### src/design/detr_pkg.sv
`timescale 1ns / 1ps
`default_nettype none
// ----------------------------------------------------------------------------
// detr_pkg: shared types and constants of the event trace ring
// Record layout, command and result words, kind codes and the byte mask
// helper used by the front end and the back end.
// ----------------------------------------------------------------------------
package detr_pkg;

  // ring geometry
  localparam int CAP        = 256;
  localparam int SLOT_W     = $clog2(CAP);
  localparam int CNT_W      = 9;
  localparam int MAX_PB     = 8;
  localparam int LEN_W      = 4;
  localparam int PARAM_W    = 64;
  localparam int MAX_READ   = 64;
  localparam int READ_W     = 7;

  // queue geometry
  localparam int CMDQ_DEPTH = 4;
  localparam int CMDQ_PTR_W = $clog2(CMDQ_DEPTH);
  localparam int CMDQ_CNT_W = $clog2(CMDQ_DEPTH + 1);
  localparam int OUTQ_DEPTH = 4;
  localparam int OUTQ_PTR_W = $clog2(OUTQ_DEPTH);
  localparam int OUTQ_CNT_W = $clog2(OUTQ_DEPTH + 1);

  // result kinds, also used as command codes
  typedef enum logic [1:0] {
    KIND_NEW  = 2'd0,
    KIND_DUP  = 2'd1,
    KIND_READ = 2'd2,
    KIND_NONE = 2'd3
  } kind_t;

  // one stored record
  typedef struct packed {
    logic [7:0]         func;
    logic [31:0]        stamp;
    logic [31:0]        ret;
    logic [31:0]        repeats;
    logic [LEN_W-1:0]   length;
    logic [PARAM_W-1:0] params;
  } rec_t;

  // word from the front end to the back end
  typedef struct packed {
    kind_t              kind;
    logic [SLOT_W-1:0]  slot;
    rec_t               rec;
    logic [31:0]        start;
    logic [31:0]        diff;
    logic [READ_W-1:0]  maxc;
    logic [CNT_W-1:0]   held;
    logic [31:0]        head;
  } cmd_t;

  // result word
  typedef struct packed {
    kind_t              kind;
    rec_t               rec;
    logic               last;
    logic [31:0]        next;
    logic [CNT_W-1:0]   held;
    logic [31:0]        head;
  } res_t;

  // ones in the low len bytes
  function automatic logic [PARAM_W-1:0] byte_mask(input logic [LEN_W-1:0] len);
    logic [PARAM_W-1:0] m;
    m = '0;
    for (int i = 0; i < PARAM_W / 8; i++) begin
      if (LEN_W'(i) < len) begin
        m[8*i +: 8] = 8'hFF;
      end
    end
    return m;
  endfunction

endpackage
`default_nettype wire

### src/design/detr_front.sv
`timescale 1ns / 1ps
`default_nettype none
// ----------------------------------------------------------------------------
// detr_front: accept and classify incoming words
// Tracks the last record, head and held count, decides new or repeat for
// pushes, clamps reads, and hands one command word per item to the back end.
// ----------------------------------------------------------------------------
module detr_front (
  input  wire logic                           clk,
  input  wire logic                           rst,
  input  wire logic                           accept,
  input  wire logic                           mode,
  input  wire logic [7:0]                     func_id,
  input  wire logic signed [31:0]             return_code,
  input  wire logic [31:0]                    time_ms,
  input  wire logic [15:0]                    param_length,
  input  wire logic [detr_pkg::PARAM_W-1:0]   param_bytes,
  input  wire logic [31:0]                    start_index,
  input  wire logic [detr_pkg::READ_W-1:0]    max_count,
  output detr_pkg::cmd_t                      cmd
);

  // front state
  logic                          prev_valid;
  detr_pkg::rec_t                prev;
  logic [31:0]                   head;
  logic [detr_pkg::CNT_W-1:0]    held;
  logic [31:0]                   oldest;

  logic                          dup;
  logic [detr_pkg::LEN_W-1:0]    len_c;
  detr_pkg::rec_t                new_rec;
  detr_pkg::rec_t                dup_rec;
  logic [31:0]                   head_next;
  logic [detr_pkg::CNT_W-1:0]    held_next;
  logic [31:0]                   oldest_next;
  logic [detr_pkg::READ_W-1:0]   maxc_c;
  logic [31:0]                   start_c;
  logic                          nonempty;

  // repeat detection and new record
  always_comb begin
    dup = prev_valid && (prev.func == func_id) &&
          (param_length == 16'(prev.length)) &&
          (((prev.params ^ param_bytes) & detr_pkg::byte_mask(prev.length)) == '0);
    len_c = (param_length > 16'(detr_pkg::MAX_PB)) ? detr_pkg::LEN_W'(detr_pkg::MAX_PB)
                                                   : param_length[detr_pkg::LEN_W-1:0];
    new_rec.func    = func_id;
    new_rec.stamp   = time_ms;
    new_rec.ret     = return_code;
    new_rec.repeats = 32'd1;
    new_rec.length  = len_c;
    new_rec.params  = param_bytes & detr_pkg::byte_mask(len_c);
    dup_rec         = prev;
    dup_rec.repeats = prev.repeats + 32'd1;
  end

  // head, held count and oldest index after a new record
  always_comb begin
    head_next   = head + 32'd1;
    held_next   = (held < detr_pkg::CNT_W'(detr_pkg::CAP)) ? held + 1'b1 : held;
    oldest_next = ((head >= 32'(detr_pkg::CAP)) && (head != '1)) ? oldest + 32'd1 : '0;
  end

  // read clamping
  always_comb begin
    maxc_c   = (max_count > detr_pkg::READ_W'(detr_pkg::MAX_READ))
               ? detr_pkg::READ_W'(detr_pkg::MAX_READ) : max_count;
    start_c  = (start_index < oldest) ? oldest : start_index;
    nonempty = (start_index < head) && (oldest < head) && (maxc_c != '0);
  end

  // command word
  always_comb begin
    cmd = '0;
    cmd.held = held;
    cmd.head = head;
    if (!mode) begin
      if (dup) begin
        cmd.kind = detr_pkg::KIND_DUP;
        cmd.slot = detr_pkg::SLOT_W'(head - 32'd1);
        cmd.rec  = dup_rec;
      end else begin
        cmd.kind = detr_pkg::KIND_NEW;
        cmd.slot = head[detr_pkg::SLOT_W-1:0];
        cmd.rec  = new_rec;
        cmd.held = held_next;
        cmd.head = head_next;
      end
    end else begin
      cmd.kind  = nonempty ? detr_pkg::KIND_READ : detr_pkg::KIND_NONE;
      cmd.start = start_c;
      cmd.diff  = head - start_c;
      cmd.maxc  = maxc_c;
    end
  end

  // state update on accepted pushes
  always_ff @(posedge clk) begin
    if (rst) begin
      prev_valid <= 1'b0;
      head       <= '0;
      held       <= '0;
      oldest     <= '0;
    end else if (accept && !mode) begin
      if (dup) begin
        prev <= dup_rec;
      end else begin
        prev       <= new_rec;
        prev_valid <= 1'b1;
        head       <= head_next;
        held       <= held_next;
        oldest     <= oldest_next;
      end
    end
  end

endmodule
`default_nettype wire

### config.mk
export PLATFORM = sky130hd
export DESIGN_NAME = detr_front
export DESIGN_NICKNAME = d
export VERILOG_FILES = /design/src/design/detr_pkg.sv /design/src/design/detr_front.sv
export SDC_FILE = /design/constraint.sdc
export NUM_CORES = 1
export LEC_CHECK = 0
export BUFFER_PORTS_ARGS = -buffer_cell sky130_fd_sc_hd__buf_4
export CORE_MARGIN = 4
export CORE_UTILIZATION = 40
export DETAILED_ROUTE_END_ITERATION = 7
export PLACE_DENSITY_LB_ADDON = 0.05
export SKIP_LAST_GASP = 1
export SYNTH_ARGS = -nofsm -noshare
export SYNTH_HDL_FRONTEND = slang
export SYNTH_SLANG_ARGS = --single-unit
### constraint.sdc
create_clock -name clk -period 14.25 [get_ports clk]
set_input_delay 0.7125 -clock clk [delete_from_list [all_inputs] [get_ports clk]]
set_output_delay 0.7125 -clock clk [all_outputs]
set_load 0.05 [all_outputs]
## Word-level counts from Yosys, hierarchy flattened

Cells that the tools add are included.

- Logic and storage cells: 88
- Register bits after elaboration: 246
- Input port bits: 195
- Bits in latches: 0
- Memories: 0
- Memory bits (writable): 0
- Memory bits (read-only): 0
- Output and inout port bits: 294

- Shifts and indexed selects: 0
- Order comparisons: 23
- Bitwise gates (word level): 5
- Equal/unequal tests: 3
- Multiply operators: 0
- Reductions and logical operators: 13
- $add $sub $neg: 6
- Div/mod/pow operators: 0
- Multiplexer cells: 28

Operators by type and width:

| kind | number |
|---|---|
| two-way mux 181 bit | 1 |
| two-way mux 180 bit | 1 |
| AND 64 bit | 2 |
| two-way mux 8 bit | 16 |
| adder 32 x 1 -> 32 bit, second input constant | 3 |
| less-than comparator 32 bit | 3 |
| two-way mux 41 bit | 2 |
| two-way mux 71 bit | 1 |
| zero test 64 bit | 1 |
| two-way mux 32 bit | 2 |
| XOR 64 bit | 1 |
| greater-or-equal comparator 32 x 9 -> 1 bit, second input constant | 1 |
| less-than comparator 3 x 4 -> 1 bit, first input constant | 8 |
| != test 32 bit, second input constant | 1 |
| subtractor 32 bit | 1 |
| == test 16 x 4 -> 1 bit | 1 |
| > comparator 16 x 4 -> 1 bit, second input constant | 1 |
| less-than comparator 1 x 4 -> 1 bit, first input constant | 4 |
| less-than comparator 2 x 4 -> 1 bit, first input constant | 4 |
| adder 9 x 1 -> 9 bit, second input constant | 1 |
| less-than comparator 9 bit, second input constant | 1 |
| two-way mux 9 bit | 1 |
| == test 8 bit | 1 |
| subtractor 8 x 1 -> 8 bit, second input constant | 1 |
| other kinds (11) | 19 |

## Depth between registers and ports, before layout

Gate-level depths: netlist of run 1.

- Word-level depth: 7
- Mapped depth: 20
- Gate-level depth less buffers: 20

## Worst setup path before layout of run 1

No wires, ideal clock.

- Kind: input port to flip-flop
- From: in param_bytes[47] in the netlist's numbering
- To: reg prev, in the netlist dup_rec[0], enable pin
- Setup time: 0.641 ns
- Buffers on the path: 3
- Required time: 13.609 ns
- Stages on the path: 10
- Setup slack: 5.560 ns
- Arrival: 8.049 ns
- Path through: xnor2_1 > nand4_1 > o21ai_0 > a221oi_1 > o31a_1 > buf_4 > a31oi_2 > buf_2 > buf_2 > nor2_1

- Word-level cells in the longest chain between the ends: 6

Ends and longest elaborated chain:

| element | line | source |
|---|---|---|
| start, declared | detr_front.sv:17 | `input wire logic [detr_pkg::PARAM_W-1:0] param_bytes,` |
| XOR 64 bit | detr_front.sv:45 | `(((prev.params ^ param_bytes) & detr_pkg::byte_mask(prev.length)) == '0);` |
| AND 64 bit | detr_front.sv:45 |  |
| zero test 64 bit | detr_front.sv:45 |  |
| logical AND 1 bit | detr_front.sv:44 | `(param_length == 16'(prev.length)) &&` |
| inverter 1 bit (no source line) | - |  |
| AND reduction 3 bit (no source line) | - |  |
| end signal, assigned | detr_front.sv:107 | `prev <= dup_rec;` |
| end signal, assigned | detr_front.sv:109 | `prev <= new_rec;` |
| end, declared | detr_front.sv:25 | `detr_pkg::rec_t prev;` |

No other way between the ends.
A chain may end at the register's enable or synchronous reset.

==> reports/qor.yml, run 1 <==
final_layout:
  antenna-diode-count: 0
  layout_utilization: 0.519
  most-common-layout-cells: "sky130_fd_sc_hd__buf_4, sky130_fd_sc_hd__nand2_1, sky130_fd_sc_hd__a21oi_1, sky130_fd_sc_hd__nor2_1, sky130_fd_sc_hd__edfxtp_1"
  drive_above_1_share: 0.218
  most_common_cell_after_layout_fill_and_taps_aside: "sky130_fd_sc_hd__buf_4"
  fillers: 4458
  area_delta_synth_final_pct: 27.3
  final_nets: 2981
detailed_routing:
  drc: 0
  routed-via-count: 18400
  vias_per_cell: 5.61
  drt_first_iter_violations: 1427
  routed_wire_length_per_instance_um: 21.5
  wl_mm: 70.6
  antenna_left: 0
  detailedRoute.firstPassIterationCount: 5
pwr:
  comb_power_share: 0.220
  netSwitchingFraction: 0.306
  irDropWorstVdd_uv: 77.1
  powerDensity_nw_per_um2: 86.5
  netsw_mw: 0.630
  leakage_nw: 9.76
  power_mw: 2.06
  power.clock.fraction: 0.389
  power.share.sequential: 0.391
  cellInternalPower_mw: 1.43
yosys:
  ys_dominant_reg_cell: "sky130_fd_sc_hd__edfxtp_1"
  count_of_mapped_cells_out_of_synthesis: 2235
  post_synthesis_instance_area_um2: 18700
  ys_warn_count: 0
  netlist-cell-type-count: 71
  seq_area_frac_synth: 0.356
  async_set_reset_flop_share_out_of_synthesis: 0
  ys_seq_elements: 246
  post-synth-top-area-cell: "sky130_fd_sc_hd__edfxtp_1"
  area_fraction_of_the_dominant_cell_type_after_synthesis: 0.277
  synth-edff-count: 172
  post_synth_main_area_contributors: "sky130_fd_sc_hd__edfxtp_1, sky130_fd_sc_hd__ha_1, sky130_fd_sc_hd__dfxtp_1, sky130_fd_sc_hd__nand2_1, sky130_fd_sc_hd__xnor2_1"
  synth.net_count: 2562
  synth_area_per_cell_um2: 8.35
setup_path:
  critical_path.startpoint_type: "register"
  crit_arrival_ns: 6.87
  crit_chain: "inv_1 -> ha_1 -> nand4_1 -> nor3_1 -> o211ai_1 -> a21oi_1 -> o21ai_0 -> nand2_2 -> buf_4 -> mux2_2 -> ha_1 -> inv_1 -> fa_1 -> a21oi_1 -> o21ai_0 -> a32oi_1 -> a31oi_1 -> o21ai_0 -> o21ai_0 -> a2111o_1 -> nand3_1 -> buf_4"
  timing.critical_path.to_type: "output port"
  timing.critical_path.fanout_max: 32
  timing.critical_path.required_ns: 13.54
  path_delay_family: "compound AO/OA/AOI/OAI gates"
  cell_repeated_most_along_the_worst_path: "sky130_fd_sc_hd__o21ai_0"
  slowest_delay_ns: 0.51
  worstSetupPathType: "reg2out"
  crit_buf_inv: 4
  crit_slowest_cell: "sky130_fd_sc_hd__dfxtp_1"
floorplan:
  initial_core_util: 0.408
  floorplan.die.height_um: 224
  core_um2: 45800
  area_of_the_die_um2: 50200
  rows: 78
  chipWidth_um: 224
  floorplan.io_pins: 489
global_route:
  residual_overflow_from_global_routing: 0
  global_route_wire_length_before_repair_mm: 107
  grt_start_max_net_pins: 117
  number_of_global_route_vias_before_repair: 17900
  groute.usage.overall: 0.266
  grt_antenna_before_repair: 1
clocking:
  post_cts.repair.setup_buffers: 0
  cts-buffers-inserted: 30
  cts_tree: "done"
  clock_pin_slew_worst_setup_and_hold_paths_ns: 0.06
  cts_sinks: 246
  worst_skew_pair.late_latency_ns: 0.58
  clock_tree.buffer_depth: 3
  ctsHoldBuffers: 0
  cts_htree_levels: 1
  ctsRootBufferMaster: "sky130_fd_sc_hd__clkbuf_16"
  cts_repair_resize_count: 0
place:
  gp_congestion: 0.922
  placement.io_buffers: 488
  detailed_place_hpwl_mm: 53.1
sta:
  slew_headroom: 0.209
  grt_setup_unrepaired: "no"
  finalHoldViolCount: 0
  worst_pin_slew_ns: 1.16
  setup_viol_count_final: 0
  setup-tns-final_ns: 0
  slew_violations: 0
  post-route-min-period_ns: 7.58
  finalCritPeriodShare: 0.532
  fin_skew_ns: 0.0186
  fmax_mhz: 132
run_status:
  status: "complete, no violations"
worst_hold_path:
  hold_path_class: "in2reg"
job:
  max_cap_violations: 0
## final timing paths
path | startpoint | to | slack [ns] | depth (start not counted)
hold reg to reg | prev_valid | prev_valid | 0.51 | 2
setup reg to reg | dup_rec[47] | dup_rec[53] | 9.70 | 9
hold / removal | time_ms[19] | dup_rec[151] | 0.33 | 1
setup / recovery | oldest[22] | cmd[78] | 6.67 | 22
## metrics by stage
stage               setup slack, ns  area, um^2  hold WS, ns  std cells
CTS                            6.82       23800        0.295       3278
finish                         6.67       23800        0.328       3278
detailed placement             7.26       22700        0.496       3222
global route                   6.34       23800        0.301       3278
global placement               7.39       22700        0.478       3222
floorplan                      5.56       18700        0.454       2235
## flip-flops by register name (all words and copies together), names as in the netlist
register	count
prev	32
dup_rec	140
head	32
oldest	32
held	9
prev_valid	1
## metal layers
layer  vias to the layer above  track usage  part of all wire
met5                         -            0           0.00020
met4                         2       0.0652             0.026
met3                        94       0.0554             0.071
met2                       619        0.456              0.49
met1                      8826        0.344              0.42
li1                       8846            -                 -
## power groups by stage
stage | sequential (mW) | clock [mW] | combinational, mW
2_1_floorplan | 0.818 | 0 | 0.289
3_3_place_gp | 0.818 | 0 | 0.451
3_5_place_dp | 0.818 | 0 | 0.454
4_1_cts | 0.803 | 0.818 | 0.455
5_1_grt | 0.806 | 0.845 | 0.484
6_report | 0.803 | 0.799 | 0.453
## synthesized netlist by cell type, types with 6 or more instances
| cell type | number |
|---|---|
| sky130_fd_sc_hd__nand2_1 | 346 |
| sky130_fd_sc_hd__a21oi_1 | 212 |
| sky130_fd_sc_hd__nor2_1 | 190 |
| sky130_fd_sc_hd__edfxtp_1 | 172 |
| sky130_fd_sc_hd__xnor2_1 | 141 |
| sky130_fd_sc_hd__ha_1 | 131 |
| sky130_fd_sc_hd__inv_1 | 82 |
| sky130_fd_sc_hd__nor3_1 | 80 |
| sky130_fd_sc_hd__dfxtp_1 | 74 |
| sky130_fd_sc_hd__clkbuf_1 | 71 |
| sky130_fd_sc_hd__nand4_1 | 69 |
| sky130_fd_sc_hd__and2_1 | 63 |
| sky130_fd_sc_hd__nand3_1 | 61 |
| sky130_fd_sc_hd__o21ai_0 | 57 |
| sky130_fd_sc_hd__nor2b_1 | 42 |
| sky130_fd_sc_hd__xor2_1 | 42 |
| sky130_fd_sc_hd__mux2i_1 | 37 |
| sky130_fd_sc_hd__nor4_1 | 35 |
| sky130_fd_sc_hd__a21o_1 | 32 |
| sky130_fd_sc_hd__buf_2 | 28 |
| sky130_fd_sc_hd__o31ai_1 | 24 |
| sky130_fd_sc_hd__and3_1 | 20 |
| sky130_fd_sc_hd__or3_1 | 20 |
| sky130_fd_sc_hd__or4_1 | 19 |
| sky130_fd_sc_hd__a211oi_1 | 16 |
| sky130_fd_sc_hd__o211ai_1 | 16 |
| sky130_fd_sc_hd__o21a_1 | 14 |
| sky130_fd_sc_hd__buf_1 | 11 |
| sky130_fd_sc_hd__mux2_2 | 10 |
| sky130_fd_sc_hd__nand2b_1 | 10 |
| sky130_fd_sc_hd__a31oi_1 | 8 |
| sky130_fd_sc_hd__a21boi_0 | 7 |
| sky130_fd_sc_hd__a31o_2 | 7 |
| sky130_fd_sc_hd__and4_1 | 7 |
| sky130_fd_sc_hd__o41ai_1 | 7 |
| sky130_fd_sc_hd__a221oi_1 | 6 |
## worst register-to-register path, stage by stage, from the launching register on
cell	delay, ns
sky130_fd_sc_hd__edfxtp_1	0.41
sky130_fd_sc_hd__xnor2_1	0.15
sky130_fd_sc_hd__nand4_1	0.14
sky130_fd_sc_hd__o21ai_0	0.10
sky130_fd_sc_hd__a221oi_1	0.70
sky130_fd_sc_hd__o31a_1	0.66
sky130_fd_sc_hd__a31oi_4	0.20
sky130_fd_sc_hd__nor2_4	0.11
sky130_fd_sc_hd__buf_4	0.61
sky130_fd_sc_hd__buf_4	1.02
## logic make-up after synthesis
kind of cell / share of synthesized area
AND/OR/NAND/NOR: 0.247
flip-flops: 0.356
XOR/XNOR: 0.0859
multiplexers: 0.0259
adder cells (fa/ha/maj): 0.0889
buffers and inverters: 0.0443
AO/OA/AOI/OAI: 0.152
## cell type report
type                       instances  area (um^2)  area share
sequential                       246         6650       0.280
multi-input combinational       1787        11200       0.473
tap                              600          751      0.0316
inverter                          85          319      0.0134
timing repair buffer             504         3800       0.160
clock inverter                    20          189     0.00795
clock buffer                      36          826      0.0347
(Power assumes the default switching activity.)
==> run 2: changes to the inputs <==
==> constraint.sdc (replaced) <==
create_clock -name clk -period 6.73 [get_ports clk]
set_input_delay 0.3365 -clock clk [delete_from_list [all_inputs] [get_ports clk]]
set_output_delay 0.3365 -clock clk [all_outputs]
set_load 0.05 [all_outputs]
==> run 2 against run 1 <==
  * First-iteration DRC count is 5.3% higher
  * Critical path depth is 1 lower
  * Cell count is 2.5% higher
  * Total power is 120% higher
  * Clock skew is 0.0030 ns lower
  * Setup slack worse by 6.3 ns
  * Register-to-register slack worse by 7.4 ns
  * Clock power is 130% higher
  * Non-clock buffer count is 79 higher
  * Flip-flop and latch count stayed put
  * Combinational power is 120% higher
  * Cell area is 3.6% higher
  * Largest cell class unchanged
  * Highest routed layer unchanged
==> reports/qor.yml, run 2 (synthesis gave the netlist of run 1 again) <==
final_layout:
  most-common-layout-cells: "sky130_fd_sc_hd__buf_4, sky130_fd_sc_hd__nand2_1, sky130_fd_sc_hd__a21oi_1, sky130_fd_sc_hd__nor2_1, sky130_fd_sc_hd__edfxtp_1"  # unchanged
  most_common_cell_after_layout_fill_and_taps_aside: "sky130_fd_sc_hd__buf_4"  # unchanged
  fillers: 4396  # was 4458
  antenna-diode-count: 0  # unchanged
  area_delta_synth_final_pct: 31.9  # was 27.3%
  final_nets: 3064  # was 2981
  drive_above_1_share: 0.218  # about the same
  largest_reg_flops: 140  # unchanged
  stdcell_count: 3361  # was 3278
pwr:
  comb_power_share: 0.222  # was 0.220
  power.clock.fraction: 0.401  # was 0.389
  netSwitchingFraction: 0.312  # was 0.306
  power.share.sequential: 0.376  # was 0.391
  netsw_mw: 1.41  # was 0.630 mW
  powerDensity_nw_per_um2: 184  # was 86.5 nW/um^2
  cellInternalPower_mw: 3.11  # was 1.43 mW
  leakage_nw: 10.1  # was 9.76 nW
  power_mw: 4.52  # was 2.06 mW
  irDropWorstVdd_uv: 170  # was 77.1 uV
floorplan:
  area_of_the_die_um2: 50200  # unchanged
  core_um2: 45800  # unchanged
  initial_core_util: 0.408  # unchanged
  chipWidth_um: 224  # unchanged
  floorplan.die.height_um: 224  # unchanged
  rows: 78  # unchanged
  floorplan.io_pins: 489  # unchanged
place:
  preCtsSetupSlack_ns: 0.864  # was 7.26 ns
  dp.cells: 3232  # was 3222
  placement.io_buffers: 488  # unchanged
  gp_congestion: 0.917  # was 0.922
  detailed_place_hpwl_mm: 53.7  # was 53.1 mm
sta:
  grt_setup_unrepaired: "no"  # unchanged
  fmax_mhz: 157
  finalCritPeriodShare: 0.944
  worst_pin_slew_ns: 1.24  # was 1.16 ns
  final.hold.worst_slack_ns: 0.0313  # was 0.328 ns
  final_critical_path_setup_slack_ns: 0.380  # was 6.67 ns
  post-route-min-period_ns: 6.35
  setup_viol_count_final: 0  # unchanged
  setup-tns-final_ns: 0  # unchanged
  slew_violations: 0  # unchanged
  fin_skew_ns: 0.0156  # was 0.0186 ns
  finalHoldViolCount: 0  # unchanged
  slew_headroom: 0.149  # was 0.209
global_route:
  grt_start_max_net_pins: 142  # was 117
  global_route_wire_length_before_repair_mm: 110  # was 107 mm
  number_of_global_route_vias_before_repair: 18600  # was 17900
  groute.usage.overall: 0.274  # was 0.266
  met1_routing_resource_usage_after_global_routing: 0.354  # was 0.344
  grt-busiest-layer: "met2"  # unchanged
  met2_usage: 0.464  # was 0.456
  grt_antenna_before_repair: 1  # unchanged
  groute.layer.met3.usage: 0.0641  # was 0.0554
  residual_overflow_from_global_routing: 0  # unchanged
clocking:
  cts-buffers-inserted: 34  # was 30
  clock_pin_slew_worst_setup_and_hold_paths_ns: 0.06  # about the same
  clock_tree.buffer_depth: 3  # unchanged
  post_cts.repair.setup_buffers: 0  # unchanged
  cts_tree: "done"  # unchanged
  ctsRootBufferMaster: "sky130_fd_sc_hd__clkbuf_16"  # unchanged
  worst_skew_pair.late_latency_ns: 0.54  # was 0.58 ns
  cts_sinks: 246  # unchanged
  cts_htree_levels: 2  # was 1
setup_path:
  timing.reg2reg.setup_slack_ns: 2.28  # was 9.70 ns
  crit_arrival_ns: 6.01  # was 6.87 ns
  worst_setup_path_startpoint: "oldest[22]"  # unchanged
  timing.critical_path.required_ns: 6.39  # was 13.54 ns
  critical_path_sink: "cmd[78]"  # unchanged
  timing.critical_path.fanout_max: 22  # was 32
  worst-r2r-cell-count: 8  # was 9
  rr_endpoint: "dup_rec[149]"  # was dup_rec[53]
  reg2reg_from: "dup_rec[44]"  # was dup_rec[47]
  timing.critical_path.to_type: "output port"  # unchanged
  worstSetupPathType: "reg2out"  # unchanged
  critical_path.startpoint_type: "register"  # unchanged
detailed_routing:
  drc: 0  # unchanged
  detailedRoute.firstPassIterationCount: 5  # unchanged
  wl_mm: 72.6  # was 70.6 mm
  vias_per_cell: 5.63  # was 5.61
  drt_first_iter_violations: 1502  # was 1427
  routed-via-count: 18900  # was 18400
  routed_wire_length_per_instance_um: 21.6  # was 21.5 um
  antenna_left: 0  # unchanged
run_status:
  status: "complete, no violations"  # unchanged
worst_hold_path:
  hold_path_class: "in2reg"  # unchanged
job:
  max_cap_violations: 0  # unchanged
[run 2: cell types whose count changed in the layout (fill, tap and decap cells not counted), moves of 2 or more]
cell | before | now
sky130_fd_sc_hd__dlygate4sd3_1 | 0 | 69
sky130_fd_sc_hd__clkinv_1 | 11 | 5
sky130_fd_sc_hd__clkbuf_1 | 3 | 5
sky130_fd_sc_hd__bufinv_16 | 4 | 2
sky130_fd_sc_hd__clkinvlp_4 | 0 | 2
sky130_fd_sc_hd__clkbuf_16 | 32 | 35
sky130_fd_sc_hd__clkbuf_8 | 1 | 5
sky130_fd_sc_hd__buf_4 | 502 | 512
[run 2: worst min path at each step]
stage / start / to / slack, ns / depth (start not counted)
6_report: func_id[1] / dup_rec[165] / 0.03 / 1
5_1_grt: func_id[1] / dup_rec[165] / 0.01 / 1
3_5_place_dp: prev_valid / prev_valid / 0.50 / 2
2_1_floorplan: return_code[0] / dup_rec[100] / 0.44 / 0
3_3_place_gp: prev_valid / prev_valid / 0.48 / 2
4_1_cts: func_id[1] / dup_rec[165] / 0.003 / 1
[run 2: routing by layer]
layer  vias to the layer above  routed length (um)
met1                      9132               30400
met5                         -                  20
met2                       659               34900
met4                         2                1800
li1                       9033                   -
met3                       104                5410
[run 2: area by class of cell]
class	count	area (um^2)	area share
well taps	600	751	0.0305
clock inverters	15	134	0.00544
clock buffers	45	963	0.0391
multi-input cells	1787	11200	0.457
repair buffers	583	4570	0.185
inverters	85	319	0.0130
flip-flops and latches	246	6650	0.270
[run 2: timing repair]
action	CTS	global route
gates resized for setup	0	2
endpoints found under the hold margin	69	0
hold buffers	69	0
endpoints found under the setup margin	0	3
[run 2: metrics by stage]
step                      instance area [um^2]   util
after floorplan                          18700      -
after global placement                   22800  0.499
after detailed placement                 22800  0.499
after CTS                                24600  0.538
after global routing                     24600  0.538
final                                    24600  0.538
[run 2: power by group through the flow]
stage          clock, mW  sequential [mW]  combinational (mW)
6_report            1.81             1.70                1.01
3_5_place_dp           0             1.73               0.966
5_1_grt             1.91             1.71                1.07
4_1_cts             1.85             1.70                1.00
2_1_floorplan          0             1.73               0.613
3_3_place_gp           0             1.73               0.962
[run 2: critical path: stages (launching register included)]
cell and delay (ns):
sky130_fd_sc_hd__dfxtp_1 0.47, sky130_fd_sc_hd__inv_1 0.12, sky130_fd_sc_hd__ha_1 0.33, sky130_fd_sc_hd__nand4_1 0.17, sky130_fd_sc_hd__nor3_2 0.32, sky130_fd_sc_hd__o211ai_1 0.14, sky130_fd_sc_hd__a21oi_1 0.16, sky130_fd_sc_hd__o21ai_1 0.16
sky130_fd_sc_hd__nand2_2 0.15, sky130_fd_sc_hd__buf_4 0.37, sky130_fd_sc_hd__mux2i_1 0.40, sky130_fd_sc_hd__ha_1 0.38, sky130_fd_sc_hd__and4_1 0.25, sky130_fd_sc_hd__a41o_1 0.24, sky130_fd_sc_hd__a221oi_1 0.48, sky130_fd_sc_hd__nand2_1 0.10
sky130_fd_sc_hd__o21ai_0 0.19, sky130_fd_sc_hd__buf_4 0.15, sky130_fd_sc_hd__o21ai_0 0.16, sky130_fd_sc_hd__a2111o_1 0.45, sky130_fd_sc_hd__nand3_1 0.07, sky130_fd_sc_hd__buf_4 0.20
==> run 3: changes to the inputs <==
--- a/config.mk
+++ b/config.mk
@@ -5,6 +5,7 @@
 export SDC_FILE = /design/constraint.sdc
 export NUM_CORES = 1
 export LEC_CHECK = 0
+export ABC_AREA = 1
 export BUFFER_PORTS_ARGS = -buffer_cell sky130_fd_sc_hd__buf_4
 export CORE_MARGIN = 4
 export CORE_UTILIZATION = 40
==> run 3 against run 2 <==
  * Core utilization fell by 1.2 points
  * Critical path depth grew 3
  * Clock skew is 0.0058 ns higher
  * Area after synthesis is 6.8% higher
  * Largest cell class unchanged
  * Highest routed layer is now met4
  * Flip-flop and latch count unchanged
  * Cell area is 4.8% higher
  * Hold slack gained 0.044 ns
==> reports/qor.yml, run 3 <==
yosys:
  ys_seq_elements: 246  # unchanged
  synth_area_per_cell_um2: 6.79  # was 8.35 um^2
  ys_warn_count: 0  # unchanged
  netlist-cell-type-count: 46  # was 71
  area_fraction_of_the_dominant_cell_type_after_synthesis: 0.259  # was 0.277
  yosys-top-cells-count: "sky130_fd_sc_hd__nand2_1, sky130_fd_sc_hd__nor2_1, sky130_fd_sc_hd__inv_1"  # was sky130_fd_sc_hd__nand2_1, sky130_fd_sc_hd__a21oi_1, sky130_fd_sc_hd__nor2_1
  synth.net_count: 3263  # was 2562
  post-synth-top-count-cell: "sky130_fd_sc_hd__nand2_1"  # unchanged
  post_synth_main_area_contributors: "sky130_fd_sc_hd__edfxtp_1, sky130_fd_sc_hd__nand2_1, sky130_fd_sc_hd__nor2_1, sky130_fd_sc_hd__ha_1, sky130_fd_sc_hd__dfxtp_1"  # was sky130_fd_sc_hd__edfxtp_1, sky130_fd_sc_hd__ha_1, sky130_fd_sc_hd__dfxtp_1, sky130_fd_sc_hd__nand2_1, sky130_fd_sc_hd__xnor2_1
  post-synth-top-area-cell: "sky130_fd_sc_hd__edfxtp_1"  # unchanged
  async_set_reset_flop_share_out_of_synthesis: 0  # unchanged
  count_of_mapped_cells_out_of_synthesis: 2936  # was 2235
  synth-edff-count: 172  # unchanged
  seq_area_frac_synth: 0.334  # was 0.356
  ys_dominant_reg_cell: "sky130_fd_sc_hd__edfxtp_1"  # unchanged
  post_synthesis_instance_area_um2: 19900  # was 18700 um^2
detailed_routing:
  antenna_left: 0  # unchanged
  routed_wire_length_per_instance_um: 20.2  # was 21.6 um
  routed-via-count: 21600  # was 18900
  wl_mm: 83.4  # was 72.6 mm
  detailedRoute.firstPassIterationCount: 5  # unchanged
  drc: 0  # unchanged
  vias_per_cell: 5.24  # was 5.63
  drt_first_iter_violations: 2028  # was 1502
sta:
  final_critical_path_setup_slack_ns: 0.892  # was 0.380 ns
  fmax_mhz: 171  # was 157 MHz
  worst_pin_slew_ns: 1.04  # was 1.24 ns
  setup_viol_count_final: 0  # unchanged
  slew_headroom: 0.304  # was 0.149
  fin_skew_ns: 0.0214  # was 0.0156 ns
  finalHoldViolCount: 0  # unchanged
  post-route-min-period_ns: 5.84  # was 6.35 ns
  setup-tns-final_ns: 0  # unchanged
  final.hold.worst_slack_ns: 0.0753  # was 0.0313 ns
  finalCritPeriodShare: 0.867  # was 0.944
  grt_setup_unrepaired: "no"  # unchanged
  slew_violations: 0  # unchanged
setup_path:
  critical_path.startpoint_type: "register"  # unchanged
  worst_setup_path_startpoint: "oldest[29]"  # was oldest[22]
  timing.critical_path.fanout_max: 25  # was 22
  reg2reg_from: "dup_rec[64]"  # was dup_rec[44]
  crit_arrival_ns: 5.50  # was 6.01 ns
  slowest_delay_ns: 0.53  # was 0.48 ns
  timing.critical_path.to_type: "output port"  # unchanged
  cell_repeated_most_along_the_worst_path: "sky130_fd_sc_hd__nand2_1"  # was sky130_fd_sc_hd__buf_4
  crit_chain: "inv_1 -> ha_1 -> a21oi_1 -> nor2_1 -> nor2_1 -> nand3_1 -> a21oi_1 -> nand2_2 -> o21ai_0 -> ha_1 -> inv_1 -> fa_1 -> nand2_1 -> nand2_1 -> o21ai_0 -> o21ai_0 -> nand2_1 -> nand2_1 -> nand2_1 -> nand2_1 -> inv_1 -> o21ai_0 -> a21oi_1 -> buf_4"  # was inv_1 -> ha_1 -> nand4_1 -> nor3_2 -> o211ai_1 -> a21oi_1 -> o21ai_1 -> nand2_2 -> buf_4 -> mux2i_1 -> ha_1 -> and4_1 -> a41o_1 -> a221oi_1 -> nand2_1 -> o21ai_0 -> buf_4 -> o21ai_0 -> a2111o_1 -> nand3_1 -> buf_4
  crit_slowest_cell: "sky130_fd_sc_hd__o21ai_0"  # was sky130_fd_sc_hd__a221oi_1
  timing.critical_path.required_ns: 6.39  # about the same
  worstSetupPathType: "reg2out"  # unchanged
global_route:
  met1_routing_resource_usage_after_global_routing: 0.376  # was 0.354
  groute.usage.overall: 0.297  # was 0.274
  global_route_wire_length_before_repair_mm: 124  # was 110 mm
  grt_antenna_before_repair: 0  # was 1
  number_of_global_route_vias_before_repair: 20700  # was 18600
  grt_start_max_net_pins: 84  # was 142
  groute.layer.met3.usage: 0.0456  # was 0.0641
  grt-busiest-layer: "met2"  # unchanged
  residual_overflow_from_global_routing: 0  # unchanged
  met2_usage: 0.507  # was 0.464
clocking:
  clock_tree.buffer_depth: 3  # unchanged
  cts-buffers-inserted: 34  # unchanged
  cts_htree_levels: 2  # unchanged
  worst_skew_pair.late_latency_ns: 0.57  # was 0.54 ns
  cts_sinks: 246  # unchanged
  cts_repair_resize_count: 0  # unchanged
  cts_tree: "done"  # unchanged
  post_cts.repair.setup_buffers: 0  # unchanged
  clock_pin_slew_worst_setup_and_hold_paths_ns: 0.06  # about the same
  ctsRootBufferMaster: "sky130_fd_sc_hd__clkbuf_16"  # unchanged
pwr:
  powerDensity_nw_per_um2: 193  # was 184 nW/um^2
  power_mw: 4.99  # was 4.52 mW
  irDropWorstVdd_uv: 184  # was 170 uV
  leakage_nw: 12.3  # was 10.1 nW
final_layout:
  final_cell_area_um2: 25800  # was 24600 um^2
  stdcell_count: 4127  # was 3361
  final_nets: 3767  # was 3064
  largest_reg_flops: 140  # unchanged
  most_common_cell_after_layout_fill_and_taps_aside: "sky130_fd_sc_hd__nand2_1"  # was sky130_fd_sc_hd__buf_4
  most-common-layout-cells: "sky130_fd_sc_hd__nand2_1, sky130_fd_sc_hd__buf_4, sky130_fd_sc_hd__nor2_1, sky130_fd_sc_hd__inv_1, sky130_fd_sc_hd__nand3_1"  # was sky130_fd_sc_hd__buf_4, sky130_fd_sc_hd__nand2_1, sky130_fd_sc_hd__a21oi_1, sky130_fd_sc_hd__nor2_1, sky130_fd_sc_hd__edfxtp_1
  drive_above_1_share: 0.165  # was 0.218
  area_delta_synth_final_pct: 29.5  # was 31.9%
  ff_latch_area_um2: 6650  # unchanged
  fillers: 5003  # was 4396
  multi_input_area_um2: 11500  # was 11200 um^2
  layout_utilization: 0.526  # was 0.538
  antenna-diode-count: 0  # unchanged
floorplan:
  rows: 81  # was 78
  chipWidth_um: 231  # was 224 um
  initial_core_util: 0.406  # was 0.408
  area_of_the_die_um2: 53500  # was 50200 um^2
  floorplan.die.height_um: 231  # was 224 um
  core_um2: 49100  # was 45800 um^2
  floorplan.io_pins: 489  # unchanged
place:
  detailed_place_hpwl_mm: 64.0  # was 53.7 mm
  dp.cells: 3996  # was 3232
  placement.io_buffers: 488  # unchanged
  gp_congestion: 1.03  # was 0.917
  preCtsSetupSlack_ns: 1.51  # was 0.864 ns
  placed_instance_area_um2: 24100  # was 22800 um^2
job:
  max_cap_violations: 0  # unchanged
worst_hold_path:
  hold_path_class: "in2reg"  # unchanged
  worst_hold_startpoint: "accept"  # was func_id[1]
run_status:
  status: "complete, no violations"  # unchanged
-- run 3: cell types whose count changed in the layout (fill, tap and decap cells not counted), sizes merged, moves of 78 or more --
cell,change
nand3,+168
nand2,+439
xnor2,-108
xor2,+78
inv,+258
o21ai,+89
nor2,+271
-- run 3: what timing repair did --
action                                  CTS  global route
endpoints found under the setup margin    0             0
hold buffers                             72             0
endpoints found under the hold margin    72             0
-- run 3: final timing paths --
| check | end | slack, ns | cells past startpoint |
|---|---|---|---|
| hold / removal | held[8] | 0.08 | 3 |
| setup / recovery | cmd[66] | 0.89 | 24 |
| hold reg to reg | oldest[24] | 0.50 | 2 |
| setup reg to reg | dup_rec[117] | 2.79 | 12 |
-- run 3: cells by family (layout without fill, tap and decap cells) --
group / Yosys count / after routing / synth area share
buffers and inverters: 450 / 977 / 0.0912
DFF: 246 / 246 / 0.334
and+or+nand+nor: 1610 / 1610 / 0.334
xor gates and xnor gates: 153 / 153 / 0.0672
AOI/OAI and AO/OA: 345 / 345 / 0.0907
adders and majority gates: 132 / 132 / 0.0832
-- run 3: report_power, final --
group	internal, mW	switching, mW
clock	0.993	0.752
combinational	0.471	1.03
sequential	1.68	0.0551
total	3.15	1.84
-- run 3: layer usage --
| metal | share of wire | up-vias |
|---|---|---|
| met5 | 0 | - |
| met4 | 0.044 | 0 |
| met3 | 0.065 | 170 |
| met2 | 0.48 | 850 |
| met1 | 0.41 | 10000 |
| li1 | - | 10600 |
-- run 3: final cells by class --
class                   instances  area share
clock buffers                  45      0.0350
inverters                     343      0.0501
well taps                     664      0.0322
clock inverters                14     0.00514
flip-flops and latches        246       0.258
repair buffers                575       0.174
multi-input cells            2240       0.446
-- run 3: critical path: cells and delay by family, from the launching register on --
| family | cells | cell delay, ns |
|---|---|---|
| fa+ha+maj | 3 | 0.94 |
| compound gates | 7 | 1.75 |
| simple gates | 10 | 1.25 |
| buf+inv | 4 | 0.50 |
| flops | 1 | 0.48 |
